==> src/hdl/ffha_pkg.sv <==
// Shared types, constants and codes for the first-fit heap allocator.
// No dependencies; used by first_fit_heap_allocator_unit.
`default_nettype none
package ffha_pkg;

   localparam int HEAP_BYTES   = 65536;
   localparam int MAX_BLOCKS   = 64;
   localparam int HEADER_BYTES = 48;
   localparam int IDX_W        = $clog2(MAX_BLOCKS);
   localparam int CNT_W        = 7;
   localparam int ROUND_MASK   = 15;
   localparam int MIN_SPLIT    = 16;

   localparam logic CMD_ALLOC = 1'b0;
   localparam logic CMD_FREE  = 1'b1;

   localparam logic [2:0] ST_OK     = 3'd0;
   localparam logic [2:0] ST_NOFIT  = 3'd1;
   localparam logic [2:0] ST_ZERO   = 3'd2;
   localparam logic [2:0] ST_NOTBLK = 3'd3;
   localparam logic [2:0] ST_FREED  = 3'd4;

   typedef struct packed {
      logic        cmd;
      logic [15:0] request_size;
      logic [15:0] release_offset;
   } req_type;

   typedef struct packed {
      logic [2:0]       status;
      logic [15:0]      payload_offset;
      logic [16:0]      bytes_in_use;
      logic [16:0]      bytes_free;
      logic [CNT_W-1:0] blocks_total;
      logic [CNT_W-1:0] blocks_in_use;
   } rsp_type;

   typedef struct packed {
      logic [15:0] start;
      logic [15:0] length;
      logic        busy;
   } entry_type;

   typedef enum logic [3:0] {
      S_INIT, S_IDLE, S_SCAN_RD, S_SCAN_EV, S_UP_RD, S_UP_WR, S_SPLIT_WR,
      S_GRANT_WR, S_NX_RD, S_NX_EV, S_PV_RD, S_PV_EV, S_MRG_WR, S_DN_RD,
      S_DN_WR, S_FIN
   } state_type;

endpackage
`default_nettype wire

==> src/hdl/ffha_ram.sv <==
// Generic single write port, single read port RAM with registered read.
// No dependencies.
`default_nettype none
module ffha_ram #(
   parameter int WIDTH = 8,
   parameter int DEPTH = 16
) (
   input  wire logic                     clock,
   input  wire logic                     wr_en,
   input  wire logic [$clog2(DEPTH)-1:0] wr_addr,
   input  wire logic [WIDTH-1:0]         wr_data,
   input  wire logic [$clog2(DEPTH)-1:0] rd_addr,
   output logic      [WIDTH-1:0]         rd_data
);

   logic [WIDTH-1:0] mem_ff [DEPTH];

   always_ff @(posedge clock) begin
      if (wr_en) begin
         mem_ff[wr_addr] <= wr_data;
      end
      rd_data <= mem_ff[rd_addr];
   end

endmodule
`default_nettype wire

==> src/hdl/first_fit_heap_allocator_unit.sv <==
// First-fit heap allocator: block table in one RAM, walked by a small sequencer.
// Depends on ffha_pkg and ffha_ram.
// Accept to rsp_valid: a zero-size allocate goes straight to the response; otherwise the
// unit reads and evaluates each table entry scanned, and reads and writes each entry moved
// on a split or merge; the response waits while a previous one is held by rsp_stall.
// Throughput: one word at a time; the single RAM read port sets the pace.
// Reset: synchronous; after reset the S_INIT state writes the initial free block.
`default_nettype none
module first_fit_heap_allocator_unit (
   input  wire logic             clock,
   input  wire logic             reset,
   input  wire logic             req_valid,
   output logic                  req_stall,
   input  wire ffha_pkg::req_type req_word,
   output logic                  rsp_valid,
   input  wire logic             rsp_stall,
   output ffha_pkg::rsp_type     rsp_word
);

   localparam int IW = ffha_pkg::IDX_W;
   localparam int CW = ffha_pkg::CNT_W;

   // sequencer state
   ffha_pkg::state_type state_ff, state_in;

   // latched request
   logic        cmd_ff, cmd_in;
   logic [16:0] need_ff, need_in;     // rounded size, may reach 65536
   logic [15:0] off_ff, off_in;

   // table walk
   logic [CW-1:0] idx_ff, idx_in;     // scan position, then hit position
   logic [CW-1:0] k_ff, k_in;         // move pointer
   logic [CW-1:0] lim_ff, lim_in;     // table size before a merge
   logic [1:0]    rm_ff, rm_in;       // entries removed by a merge
   ffha_pkg::entry_type cur_ff, cur_in;
   logic        split_ff, split_in;
   logic        mn_ff, mn_in;         // merge with next
   logic        mp_ff, mp_in;         // merge with previous
   logic [15:0] ml_ff, ml_in;         // merged length
   logic [15:0] ps_ff, ps_in;         // previous block start

   // result
   logic [2:0]  status_ff, status_in;
   logic [15:0] pay_ff, pay_in;

   // running totals
   logic [CW-1:0] count_ff, count_in;
   logic [CW-1:0] busy_ff, busy_in;
   logic [16:0]   used_ff, used_in;
   logic [16:0]   free_ff, free_in;

   // output register
   logic              rsp_valid_ff, rsp_valid_in;
   ffha_pkg::rsp_type rsp_ff, rsp_in;

   // RAM port
   logic                we;
   logic [IW-1:0]       waddr, raddr;
   ffha_pkg::entry_type wdata, rdata;

   ffha_ram #(
      .WIDTH($bits(ffha_pkg::entry_type)),
      .DEPTH(ffha_pkg::MAX_BLOCKS)
   ) u_table (
      .clock   (clock),
      .wr_en   (we),
      .wr_addr (waddr),
      .wr_data (wdata),
      .rd_addr (raddr),
      .rd_data (rdata)
   );

   localparam logic [16:0] HDR17  = 17'(ffha_pkg::HEADER_BYTES);
   localparam logic [15:0] HDR16  = 16'(ffha_pkg::HEADER_BYTES);
   localparam logic [17:0] SPLIT18 =
      18'(ffha_pkg::HEADER_BYTES + ffha_pkg::MIN_SPLIT);
   localparam logic [CW-1:0] MAXB = CW'(ffha_pkg::MAX_BLOCKS);

   assign req_stall = (state_ff != ffha_pkg::S_IDLE);
   assign rsp_valid = rsp_valid_ff;
   assign rsp_word  = rsp_ff;

   logic        out_free;
   logic        hit_fit;
   logic        hit_off;
   logic [15:0] glen;
   logic [16:0] hdr_add;

   always_comb begin
      state_in     = state_ff;
      cmd_in       = cmd_ff;
      need_in      = need_ff;
      off_in       = off_ff;
      idx_in       = idx_ff;
      k_in         = k_ff;
      lim_in       = lim_ff;
      rm_in        = rm_ff;
      cur_in       = cur_ff;
      split_in     = split_ff;
      mn_in        = mn_ff;
      mp_in        = mp_ff;
      ml_in        = ml_ff;
      ps_in        = ps_ff;
      status_in    = status_ff;
      pay_in       = pay_ff;
      count_in     = count_ff;
      busy_in      = busy_ff;
      used_in      = used_ff;
      free_in      = free_ff;
      rsp_in       = rsp_ff;
      rsp_valid_in = rsp_valid_ff && rsp_stall;
      we           = 1'b0;
      waddr        = '0;
      wdata        = '0;
      raddr        = '0;

      out_free = !rsp_valid_ff || !rsp_stall;
      hit_fit  = !rdata.busy && ({1'b0, rdata.length} >= need_ff);
      hit_off  = ({1'b0, rdata.start} + HDR17) == {1'b0, off_ff};
      glen     = split_ff ? need_ff[15:0] : cur_ff.length;
      hdr_add  = (mn_ff ? HDR17 : 17'd0) + (mp_ff ? HDR17 : 17'd0);

      unique case (state_ff)
         ffha_pkg::S_INIT: begin
            // table starts as one free block spanning the heap
            we       = 1'b1;
            waddr    = '0;
            wdata    = '{start: 16'd0,
                         length: 16'(ffha_pkg::HEAP_BYTES - ffha_pkg::HEADER_BYTES),
                         busy: 1'b0};
            state_in = ffha_pkg::S_IDLE;
         end
         ffha_pkg::S_IDLE: begin
            if (req_valid) begin
               cmd_in    = req_word.cmd;
               need_in   = ({1'b0, req_word.request_size} + 17'(ffha_pkg::ROUND_MASK))
                           & ~17'(ffha_pkg::ROUND_MASK);
               off_in    = req_word.release_offset;
               status_in = ffha_pkg::ST_OK;
               pay_in    = '0;
               idx_in    = '0;
               split_in  = 1'b0;
               mn_in     = 1'b0;
               mp_in     = 1'b0;
               if (req_word.cmd == ffha_pkg::CMD_ALLOC && req_word.request_size == 16'd0) begin
                  status_in = ffha_pkg::ST_ZERO;
                  state_in  = ffha_pkg::S_FIN;
               end else begin
                  state_in  = ffha_pkg::S_SCAN_RD;
               end
            end
         end
         ffha_pkg::S_SCAN_RD: begin
            raddr    = idx_ff[IW-1:0];
            state_in = ffha_pkg::S_SCAN_EV;
         end
         ffha_pkg::S_SCAN_EV: begin
            cur_in = rdata;
            if (cmd_ff == ffha_pkg::CMD_ALLOC) begin
               if (hit_fit) begin
                  if (({2'b0, rdata.length} >= ({1'b0, need_ff} + SPLIT18))
                      && (count_ff < MAXB)) begin
                     split_in = 1'b1;
                     k_in     = count_ff;
                     state_in = (count_ff == idx_ff + CW'(1)) ? ffha_pkg::S_SPLIT_WR
                                                               : ffha_pkg::S_UP_RD;
                  end else begin
                     state_in = ffha_pkg::S_GRANT_WR;
                  end
               end else if (idx_ff + CW'(1) >= count_ff) begin
                  status_in = ffha_pkg::ST_NOFIT;
                  state_in  = ffha_pkg::S_FIN;
               end else begin
                  idx_in   = idx_ff + CW'(1);
                  state_in = ffha_pkg::S_SCAN_RD;
               end
            end else begin
               if (hit_off) begin
                  if (rdata.busy) begin
                     ml_in = rdata.length;
                     if (idx_ff + CW'(1) < count_ff) begin
                        state_in = ffha_pkg::S_NX_RD;
                     end else if (idx_ff != '0) begin
                        state_in = ffha_pkg::S_PV_RD;
                     end else begin
                        state_in = ffha_pkg::S_MRG_WR;
                     end
                  end else begin
                     status_in = ffha_pkg::ST_FREED;
                     state_in  = ffha_pkg::S_FIN;
                  end
               end else if (idx_ff + CW'(1) >= count_ff) begin
                  status_in = ffha_pkg::ST_NOTBLK;
                  state_in  = ffha_pkg::S_FIN;
               end else begin
                  idx_in   = idx_ff + CW'(1);
                  state_in = ffha_pkg::S_SCAN_RD;
               end
            end
         end
         // open a slot after the hit: move entries up, top first
         ffha_pkg::S_UP_RD: begin
            raddr    = IW'(k_ff - CW'(1));
            state_in = ffha_pkg::S_UP_WR;
         end
         ffha_pkg::S_UP_WR: begin
            we       = 1'b1;
            waddr    = k_ff[IW-1:0];
            wdata    = rdata;
            k_in     = k_ff - CW'(1);
            state_in = (k_ff - CW'(1) == idx_ff + CW'(1)) ? ffha_pkg::S_SPLIT_WR
                                                          : ffha_pkg::S_UP_RD;
         end
         ffha_pkg::S_SPLIT_WR: begin
            we       = 1'b1;
            waddr    = IW'(idx_ff + CW'(1));
            wdata    = '{start: cur_ff.start + HDR16 + need_ff[15:0],
                         length: cur_ff.length - need_ff[15:0] - HDR16,
                         busy: 1'b0};
            state_in = ffha_pkg::S_GRANT_WR;
         end
         ffha_pkg::S_GRANT_WR: begin
            we       = 1'b1;
            waddr    = idx_ff[IW-1:0];
            wdata    = '{start: cur_ff.start, length: glen, busy: 1'b1};
            count_in = count_ff + (split_ff ? CW'(1) : CW'(0));
            used_in  = used_ff + 17'(glen);
            free_in  = free_ff - 17'(glen) - (split_ff ? HDR17 : 17'd0);
            busy_in  = busy_ff + CW'(1);
            pay_in   = cur_ff.start + HDR16;
            state_in = ffha_pkg::S_FIN;
         end
         ffha_pkg::S_NX_RD: begin
            raddr    = IW'(idx_ff + CW'(1));
            state_in = ffha_pkg::S_NX_EV;
         end
         ffha_pkg::S_NX_EV: begin
            if (!rdata.busy) begin
               mn_in = 1'b1;
               ml_in = ml_ff + HDR16 + rdata.length;
            end
            state_in = (idx_ff != '0) ? ffha_pkg::S_PV_RD : ffha_pkg::S_MRG_WR;
         end
         ffha_pkg::S_PV_RD: begin
            raddr    = IW'(idx_ff - CW'(1));
            state_in = ffha_pkg::S_PV_EV;
         end
         ffha_pkg::S_PV_EV: begin
            if (!rdata.busy) begin
               mp_in = 1'b1;
               ml_in = rdata.length + HDR16 + ml_ff;
               ps_in = rdata.start;
            end
            state_in = ffha_pkg::S_MRG_WR;
         end
         ffha_pkg::S_MRG_WR: begin
            we       = 1'b1;
            waddr    = mp_ff ? IW'(idx_ff - CW'(1)) : idx_ff[IW-1:0];
            wdata    = '{start: (mp_ff ? ps_ff : cur_ff.start), length: ml_ff, busy: 1'b0};
            rm_in    = {1'b0, mn_ff} + {1'b0, mp_ff};
            lim_in   = count_ff;
            k_in     = idx_ff + CW'(1) + (mn_ff ? CW'(1) : CW'(0));
            count_in = count_ff - CW'({1'b0, mn_ff} + {1'b0, mp_ff});
            used_in  = used_ff - 17'(cur_ff.length);
            free_in  = free_ff + 17'(cur_ff.length) + hdr_add;
            busy_in  = busy_ff - CW'(1);
            if ((mn_ff || mp_ff)
                && (idx_ff + CW'(1) + (mn_ff ? CW'(1) : CW'(0)) < count_ff)) begin
               state_in = ffha_pkg::S_DN_RD;
            end else begin
               state_in = ffha_pkg::S_FIN;
            end
         end
         // close the gap: move later entries down by the removed count
         ffha_pkg::S_DN_RD: begin
            raddr    = k_ff[IW-1:0];
            state_in = ffha_pkg::S_DN_WR;
         end
         ffha_pkg::S_DN_WR: begin
            we       = 1'b1;
            waddr    = IW'(k_ff - CW'(rm_ff));
            wdata    = rdata;
            k_in     = k_ff + CW'(1);
            state_in = (k_ff + CW'(1) < lim_ff) ? ffha_pkg::S_DN_RD : ffha_pkg::S_FIN;
         end
         ffha_pkg::S_FIN: begin
            if (out_free) begin
               rsp_in = '{status: status_ff,
                          payload_offset: (status_ff == ffha_pkg::ST_OK
                                           && cmd_ff == ffha_pkg::CMD_ALLOC) ? pay_ff : 16'd0,
                          bytes_in_use: used_ff,
                          bytes_free: free_ff,
                          blocks_total: count_ff,
                          blocks_in_use: busy_ff};
               rsp_valid_in = 1'b1;
               state_in     = ffha_pkg::S_IDLE;
            end
         end
         default: begin
            state_in = ffha_pkg::S_IDLE;
         end
      endcase
   end

   always_ff @(posedge clock) begin
      if (reset) begin
         state_ff     <= ffha_pkg::S_INIT;
         rsp_valid_ff <= 1'b0;
         count_ff     <= CW'(1);
         busy_ff      <= '0;
         used_ff      <= '0;
         free_ff      <= 17'(ffha_pkg::HEAP_BYTES - ffha_pkg::HEADER_BYTES);
      end else begin
         state_ff     <= state_in;
         rsp_valid_ff <= rsp_valid_in;
         count_ff     <= count_in;
         busy_ff      <= busy_in;
         used_ff      <= used_in;
         free_ff      <= free_in;
      end
   end

   always_ff @(posedge clock) begin
      cmd_ff    <= cmd_in;
      need_ff   <= need_in;
      off_ff    <= off_in;
      idx_ff    <= idx_in;
      k_ff      <= k_in;
      lim_ff    <= lim_in;
      rm_ff     <= rm_in;
      cur_ff    <= cur_in;
      split_ff  <= split_in;
      mn_ff     <= mn_in;
      mp_ff     <= mp_in;
      ml_ff     <= ml_in;
      ps_ff     <= ps_in;
      status_ff <= status_in;
      pay_ff    <= pay_in;
      rsp_ff    <= rsp_in;
   end

`ifndef SYNTH
   // table never empty and never past capacity
   a_count_range: assert property (@(posedge clock) disable iff (reset)
      (count_ff >= CW'(1)) && (count_ff <= MAXB))
      else $error("block count out of range");

   a_busy_le_count: assert property (@(posedge clock) disable iff (reset)
      busy_ff <= count_ff)
      else $error("more used blocks than blocks");

   // payloads plus headers always cover the heap exactly
   a_heap_balance: assert property (@(posedge clock) disable iff (reset)
      (19'(used_ff) + 19'(free_ff) + 19'(count_ff) * 19'(ffha_pkg::HEADER_BYTES))
      == 19'(ffha_pkg::HEAP_BYTES))
      else $error("heap byte totals do not balance");
`endif

endmodule
`default_nettype wire
==> config.mk <==
export PLATFORM = sky130hd
export DESIGN_NAME = first_fit_heap_allocator_unit
export DESIGN_NICKNAME = d
export VERILOG_FILES = /design/src/hdl/ffha_pkg.sv /design/src/hdl/ffha_ram.sv /design/src/hdl/first_fit_heap_allocator_unit.sv
export SDC_FILE = /design/constraint.sdc
export NUM_CORES = 2
export LEC_CHECK = 0
export BUFFER_PORTS_ARGS = -buffer_cell sky130_fd_sc_hd__clkbuf_2
export CAP_MARGIN = 20
export CORE_MARGIN = 2
export CORE_UTILIZATION = 40
export DETAILED_ROUTE_END_ITERATION = 8
export PLACE_DENSITY_LB_ADDON = 0.2
export SLEW_MARGIN = 20
export SYNTH_ARGS = -nofsm -noshare
export SYNTH_HDL_FRONTEND = slang
export SYNTH_SLANG_ARGS = --single-unit
==> constraint.sdc <==
create_clock -name clock -period 6 [get_ports clock]
set_input_delay 0.6 -clock clock [delete_from_list [all_inputs] [get_ports clock]]
set_output_delay 0.6 -clock clock [all_outputs]
set_load 0.01 [all_outputs]
==> reports/results.ini <==
[run_status]
status = finished clean

[synthesis]
synth.area.top_cells = edfxtp_1 68%, nand2_1 5.4%, nand3_1 3.4%, mux4_2 2.9%, ha_1 2.6%
syn_area_per_cell_um2 = 13.6
ys_dominant_reg_cell = edfxtp_1
synth.distinct_cells = 89
synth_top_area_share_pct = 68.1
ys_ff_latch = 2404
post-synth-top-count-cell = edfxtp_1
ys_seq_area_share_pct = 69.8
synthCells = 7537
synth_edf_count = 2318
async_flop_share_pct = 0
synth_area_um2 = 102000
synth_common_cells = 2318 x edfxtp_1, 1475 x nand2_1, 692 x nand3_1
synth_top_cell_by_area = edfxtp_1
syn-num-nets = 7802
ys_warn_count = 0

[die]
die_h_um = 509
coreArea_um2 = 254000
dieArea_um2 = 260000
ioPinCount = 106
die_w_um = 509
row_count = 185
initial_core_util_pct = 40.2

[global_routing]
grt_pass1_wl_mm = 457
overflow = 0
antenna_found_initial = 32
gr-usage-all-layers_pct = 24.2
grt_pass1_vias = 63165
grt_start_max_net_pins = 120

[route]
dr.pass1.iters = 6
drt_wl_total_mm = 318
viasPerCell = 5.85
post-route-drc-count = 0
drt.antenna.violating_nets = 0
wl_per_cell_um = 28.2
drtIter0Drc = 8182
vias = 66186

[placed_design]
portBuffers = 105
hpwl_mm = 197
post-place-cells = 10816
gp_congestion = 0.912

[worst_setup_path]
cp_top_family = simple AND/OR/NAND/NOR gates
cp_cell_sequence = buf_4 > nand4bb_2 > inv_2 > a21boi_0 > o221ai_1 > a211oi_1 > nand2_1 > nor2_4
crit_fanout = 33
r2r-end = u_table.mem_ff[50][5]$_DFFE_PP_
critPathRequiredTime_ns = 6.54
r2r.worst_path.cells = 8
r2r_slack_ns = 0.40
worstSetupEndpointType = flip-flop
cpPeakStageDelay_ns = 1.14
path_buf_inv = 2
crit_type = flip-flop to flip-flop
reg2reg_from = state_ff[0]$_SDFFE_PP0P_
slowest_stage = nor2_4
cp.arrival_ns = 6.14
start_kind = flip-flop
path_depth = 8

[sta]
fin_crit_ns = 5.60
final_hold_viol_count = 0
fin_crit_sh_pct = 93.3
rsz0062_at_grt = false
setup_viol = 0
worstMarginPinSlew_ns = 1.23
maxSlewViolCount = 0
max-slew-margin-rel_pct = 17.9
max_freq_mhz = 179
setup-tns-final_ns = 0
finalClockSkew_ns = 0.0657

[finish]
multi_input_area_um2 = 29200
synthToLayoutAreaGrowth_pct = 14.7
drive_gt1_share_pct = 12.8
final_core_util_pct = 46.1
num-fill-cells = 22368
finalNetCount = 8015
register_area_um2 = 71300
instances_no_fill = 11310

[clock_tree]
cts_resized = 0
cts_num_sinks = 2404
cts_root_buf = clkbuf_16
htreeDepth = 5
cts_tree = yes
clock_path_buffers = 4
cts_buffers = 277
clk_latency_ns = 0.94
clk_pin_slew_ns = 0.07

[pwr]
power_w = 0.0363
vdd_drop_max_mv = 0.309
pwr_density_cell_nw_per_um2 = 309
p_leak_nw = 38.1

[worst_hold_path]
hold_end = need_ff[9]$_DFFE_PP_
hp-class = primary input to flip-flop
whs_path_depth = 2
worstHoldStart = req_word[25]

[job]
maxCapViolCount = 0

area by class of cell:
type | instances | area share (%)
Timing Repair Buffer | 397 | 2.93
Clock buffer | 364 | 6.37
Clock inverter | 95 | 0.794
Inverter | 172 | 0.556
Multi-Input combinational cell | 4498 | 24.9
Sequential cell | 2404 | 60.8
Antenna cell | 14 | 0.0299
Tap cell | 3366 | 3.59
how the worst max path moves through the flow:
stage	from	to	slack (ns)
2_1_floorplan	need_ff[4]$_DFFE_PP_	u_table.mem_ff[0][16]$_DFFE_PP_	0.52
3_3_place_gp	state_ff[0]$_SDFFE_PP0P_	u_table.mem_ff[50][7]$_DFFE_PP_	0.54
3_5_place_dp	state_ff[0]$_SDFFE_PP0P_	u_table.mem_ff[50][1]$_DFFE_PP_	0.56
4_1_cts	state_ff[0]$_SDFFE_PP0P_	u_table.mem_ff[50][5]$_DFFE_PP_	0.52
5_1_grt	state_ff[0]$_SDFFE_PP0P_	u_table.mem_ff[50][24]$_DFFE_PP_	0.22
6_report	state_ff[0]$_SDFFE_PP0P_	u_table.mem_ff[50][5]$_DFFE_PP_	0.40
metrics by stage:
stage,hold slack [ns],cell area [um^2],worst slack (ns)
floorplan,0.427,102000,0.516
global placement,0.443,108000,0.536
detailed placement,0.442,109000,0.557
CTS,0.00130,117000,0.523
global route,0.0351,117000,0.222
finish,0.0748,117000,0.400
worst register-to-register path: cells and delay by family, from the launching register on:
kind | cells | cell delay, ns
AND/OR/NAND/NOR | 3 | 2.34
flip-flops | 1 | 0.31
buffers and inverters | 2 | 0.47
AO/OA/AOI/OAI | 3 | 2.07
placed cells by master (no fill, tap or decap), types with 86 or more instances in the layout:
cell type  instances
a211oi_1         159
a21oi_1          126
a22oi_1          133
a311oi_1         140
a31oi_1          153
and3_1           160
buf_4            220
clkbuf_16        283
clkbuf_2         105
dfxtp_1           86
edfxtp_1        2318
ha_1             216
inv_1            164
mux4_2           130
nand2_1         1471
nand3_1          692
nor2_1           138
o21ai_0           96
xnor2_1          106
sequential cells by signal, indices dropped and copies added, names as in the netlist, 2 cells and up:
register         cells
ml_ff               16
used_ff             17
off_ff              16
ps_ff               16
busy_ff              7
state_ff             4
idx_ff               7
cur_ff              32
rm_ff                2
status_ff            3
u_table.mem_ff    2112
lim_ff               7
free_ff             17
k_ff                 7
pay_ff              16
need_ff             13
count_ff             7
rsp_word            67
u_table.rd_data     33
cells by family (layout without fill, tap and decap cells):
| kind of cell | count (synthesis) | in the layout | share of synthesized area, % |
|---|---|---|---|
| AND/OR/NAND/NOR | 2899 | 2899 | 12.9 |
| flip-flops | 2404 | 2404 | 69.8 |
| AO/OA/AOI/OAI | 1048 | 1048 | 7.34 |
| buffers and inverters | 635 | 1028 | 2.54 |
| adder cells (fa/ha/maj) | 228 | 228 | 2.88 |
| XOR/XNOR | 170 | 170 | 1.46 |
| multiplexers | 153 | 153 | 3.09 |
| other | 0 | 14 | 0 |
power breakdown:
part           internal, W  switching [W]  total [W]
clock              0.00948        0.00653     0.0160
sequential          0.0184       0.000160     0.0186
combinational     0.000531        0.00114    0.00167
routing by layer:
layer	wire length, um	track usage [%]
met2	147000	37.6
met3	26100	4.54
met4	12500	9.28
met5	182	0
met1	133000	33.7
repair_timing:
| item | CTS | global route |
|---|---|---|
| hold endpoints to repair | 16 | 4 |
| setup buffers | 0 | 0 |
| hold buffers | 16 | 4 |
Note: power is estimated with default switching activity, not from simulation.
